$ cat src/hdl/bgc_pkg.sv
// ----------------------------------------------------------------------------
// bgc_pkg
// Shared types and constants of the per-barcode read gap clusterer.
// ----------------------------------------------------------------------------
package bgc_pkg;

    // configuration register indexes
    localparam logic [1:0] CFG_GAP_LIMIT  = 2'd0;
    localparam logic [1:0] CFG_MIN_LENGTH = 2'd1;
    localparam logic [1:0] CFG_CHROM_ID   = 2'd2;

    // configuration reset values
    localparam logic [30:0] GAP_LIMIT_DEFAULT  = 31'd50000;
    localparam logic [30:0] MIN_LENGTH_DEFAULT = 31'd1000;

    localparam logic FUNC_ADD   = 1'b0;
    localparam logic FUNC_FLUSH = 1'b1;

    typedef enum logic [1:0] {
        ST_CLEAR,
        ST_IDLE,
        ST_LOOKUP,
        ST_COMMIT
    } state_t;

    // controller to datapath
    typedef struct packed {
        logic clear_step;
        logic capture;
        logic lookup;
        logic commit;
    } ctrl_cmd_t;

    // datapath to controller
    typedef struct packed {
        logic clear_done;
        logic bc_ok;
        logic out_free;
    } ctrl_status_t;

endpackage

$ cat src/hdl/bgc_ctrl.sv
// ----------------------------------------------------------------------------
// bgc_ctrl
// Sequencer: table clearing pass, then read, evaluate and commit per request.
// ----------------------------------------------------------------------------
module bgc_ctrl
(
    input  logic                  clk,
    input  logic                  rst_n,
    input  logic                  in_valid,
    output logic                  in_ready,
    input  bgc_pkg::ctrl_status_t status,
    output bgc_pkg::ctrl_cmd_t    cmd
);

    bgc_pkg::state_t state_reg;
    bgc_pkg::state_t state_next;

    always_ff @(posedge clk or negedge rst_n)
    begin
        if (!rst_n)
        begin
            state_reg <= bgc_pkg::ST_CLEAR;
        end
        else
        begin
            state_reg <= state_next;
        end
    end

    always_comb
    begin
        state_next = state_reg;
        unique case (state_reg)
            bgc_pkg::ST_CLEAR:
            begin
                if (status.clear_done)
                begin
                    state_next = bgc_pkg::ST_IDLE;
                end
            end
            bgc_pkg::ST_IDLE:
            begin
                // out-of-range barcodes are dropped at accept
                if (in_valid && status.bc_ok)
                begin
                    state_next = bgc_pkg::ST_LOOKUP;
                end
            end
            bgc_pkg::ST_LOOKUP:
            begin
                state_next = bgc_pkg::ST_COMMIT;
            end
            bgc_pkg::ST_COMMIT:
            begin
                if (status.out_free)
                begin
                    state_next = bgc_pkg::ST_IDLE;
                end
            end
            default:
            begin
                state_next = bgc_pkg::ST_CLEAR;
            end
        endcase
    end

    always_comb
    begin
        in_ready       = 1'b0;
        cmd.clear_step = 1'b0;
        cmd.capture    = 1'b0;
        cmd.lookup     = 1'b0;
        cmd.commit     = 1'b0;
        unique case (state_reg)
            bgc_pkg::ST_CLEAR:
            begin
                cmd.clear_step = 1'b1;
            end
            bgc_pkg::ST_IDLE:
            begin
                in_ready    = 1'b1;
                cmd.capture = in_valid;
            end
            bgc_pkg::ST_LOOKUP:
            begin
                cmd.lookup = 1'b1;
            end
            bgc_pkg::ST_COMMIT:
            begin
                cmd.commit = status.out_free;
            end
            default:
            begin
                in_ready = 1'b0;
            end
        endcase
    end

endmodule

$ cat config.mk
export PLATFORM = sky130hd
export DESIGN_NAME = bgc_ctrl
export DESIGN_NICKNAME = d
export VERILOG_FILES = /design/src/hdl/bgc_pkg.sv /design/src/hdl/bgc_ctrl.sv
export SDC_FILE = /design/constraint.sdc
export NUM_CORES = 1
export LEC_CHECK = 0
export ABC_CLOCK_PERIOD_IN_PS = 3300
export BUFFER_PORTS_ARGS = -buffer_cell sky130_fd_sc_hd__buf_2
export CAP_MARGIN = 20
export CORE_AREA = 2 2 39 41
export CTS_BUF_LIST = sky130_fd_sc_hd__clkbuf_8 sky130_fd_sc_hd__clkbuf_16
export DETAILED_ROUTE_END_ITERATION = 7
export DIE_AREA = 0 0 41 43
export GPL_TIMING_DRIVEN = 0
export MAX_ROUTING_LAYER = met4
export PLACE_DENSITY = 0.31
export SKIP_CTS_REPAIR_TIMING = 1
export SYNTH_ARGS = -nofsm -noshare
export SYNTH_HDL_FRONTEND = slang
export SYNTH_SLANG_ARGS = --single-unit
$ cat constraint.sdc
create_clock -name clk -period 3.3 [get_ports clk]
set_input_delay 0.66 -clock clk [delete_from_list [all_inputs] [get_ports clk]]
set_output_delay 0.66 -clock clk [all_outputs]
set_load 0.02 [all_outputs]
==> impl_metrics.ini <==
[run_status]
outcome = completed

[setup_path]
crit_type = register to primary output
arrival_ns = 1.20
r2r_start = state_reg[0]
cp.required_ns = 2.64
r2r_slack_ns = 1.86
startpoint_type = register
setup.worst_path.end_class = primary output
worstPathMaxFanout = 4
reg2regPathDepth = 5
worstReg2RegEnd = state_reg[1]

[logic_synthesis]
yosysSeqAreaShare_pct = 27.2
syn-num-nets = 27
synth_area_leaders = dfrtp_1 (27%), ha_1 (27%), nor2b_4 (7.5%)
ys.flop_type = dfrtp_1
synth_compound_area_share_pct = 11.6
synth_cells = 17
synth_top_area_share_pct = 27.2
synth_area_um2 = 184
ys_types = 11
synth_mux_area_share_pct = 6.12
synth_warnings = 0
synth_edf_count = 0
yosysTopAreaCell = dfrtp_1
ys_ff_latch = 2
synth_top_family_by_area = adder cells
async_flop_share_pct = 100
synth_fa_ha_area_share_pct = 27.2
synthXorXnorAreaFrac_pct = 0
syn_avg_cell_area_um2 = 10.8
synth_commonest_cells = ha_1 (4), and2_1 (2), dfrtp_1 (2), inv_1 (2)
synth-simple-area-share_pct = 23.8
synth.most_common_cell = ha_1

[route]
drt-pass1-iter-count = 1
ant_nets = 0
wire_per_inst_um = 7.74
drtIter0Drc = 0
drc = 0
finalWirelength_um = 356
via_count = 157
vias_per_cell = 3.41

[timing]
rsz0062_at_grt = no
fin_worst_skew_ns = 0.00307
hold_viol_final = 0
finalSetupTns_ns = 0
hold_ws_ns = 0.229
max-slew-margin-rel_pct = 85.0
period_share_pct = 56.3
finalSetupViolCount = 0
min_period_ns = 1.86
timing.fmax_mhz = 538
slew_viol_final = 0
tightest_slew_ns = 0.225

[power_and_ir_drop]
switchingPower_mw = 0.0987
swShare_pct = 36.7
seq_power_share_pct = 16.8
combPwrFrac_pct = 47.7
p_int_mw = 0.171
powerDensity_nw_per_um2 = 912
clkPwrFrac_pct = 35.5
irDropWorstVdd_mv = 0.269
power.total_mw = 0.269
p_leak_nw = 0.158

[floorplanning]
start_util_pct = 13.3
design.core.area_um2 = 1380
fp-row-count = 14
die_h_um = 43
pin_count = 11
die_w_um = 41
die_area_um2 = 1760

[global_route]
first_global_vias = 152
overflow = 0
grt_use_total_pct = 4.84
antenna_found_initial = 0
grt_max_degree = 5
grt_pass1_wl_um = 538

[clock_tree]
clockBufferDepth = 2
root_buffer = clkbuf_8
cts.sinks = 2
clkLatencyLatePin_ns = 0.21
cts_tree = yes
path_clk_slew_ns = 0.03
htree_levels = 1
cts_buffers = 3

[layout]
nets = 42
diodes = 0
stdcell_count = 46
largest_reg_flops = 2
drive_gt1_share_pct = 53.3
post-route-util_pct = 21.3
areaGrowthSynthToFinish_pct = 60.5

[placement]
dp.cells = 43
portBuffers = 10
gp_congestion = 0.578

[min_path]
hold_path_class = input port to async pin

[flow_run]
cap_violations = 0
-- metal layers --
layer / vias up / share of wire (%) / GRT usage [%]
li1: 86 / - / -
met1: 63 / 48 / 5.79
met2: 8 / 41 / 5.31
met3: 0 / 11 / 3.14
met4: 0 / 0 / 4.00
met5: - / 0 / -
-- stage by stage --
step / cell area, µm² / setup WS [ns]
floorplan: 184 / 1.59
global placement: 254 / 1.57
detailed placement: 254 / 1.57
CTS: 295 / 1.43
global route: 295 / 1.36
finish: 295 / 1.44
-- worst max-delay path: stages, from the launching register on --
cell	delay, ns
dfrtp_1	0.39
inv_1	0.10
ha_1	0.22
and2_1	0.13
buf_2	0.15
-- power by group through the flow --
| stage | Combinational (mW) | Clock (mW) | Sequential, mW |
|---|---|---|---|
| finish | 0.129 | 0.0956 | 0.0452 |
| CTS | 0.131 | 0.100 | 0.0453 |
| detailed placement | 0.132 | 0 | 0.0455 |
| global route | 0.143 | 0.101 | 0.0462 |
| floorplan | 0.101 | 0 | 0.0434 |
| global placement | 0.131 | 0 | 0.0461 |
-- layout by cell type, fill, tap and decap left out, types with 2 or more instances in the layout --
cell type,netlist,routed
clkbuf_8,0,3
and2_1,2,2
buf_2,0,10
inv_1,2,2
dfrtp_1,2,2
ha_1,4,4
-- cells by family after synthesis --
kind of cell    after synthesis
mux                           1
flops                         2
buf+inv                       2
simple gates                  6
fa+ha+maj                     4
compound gates                2
-- cell type report --
type | instances | area (µm²)
Timing Repair Buffer | 10 | 50.0
Clock buffer | 3 | 41.3
Inverter | 2 | 7.51
Tap cell | 16 | 20.0
Fill cell | 155 | 1090
Multi-Input combinational cell | 13 | 126
Sequential cell | 2 | 50.0
-- worst max-delay path by stage --
stage,startpoint,end,slack [ns]
4_1_cts,state_reg[1],cmd[2],1.43
3_5_place_dp,status[0],cmd[0],1.57
5_1_grt,state_reg[1],cmd[2],1.36
3_3_place_gp,status[0],cmd[0],1.57
6_report,state_reg[1],cmd[2],1.44
2_1_floorplan,state_reg[1],cmd[2],1.59
(Power assumes the default switching activity.)
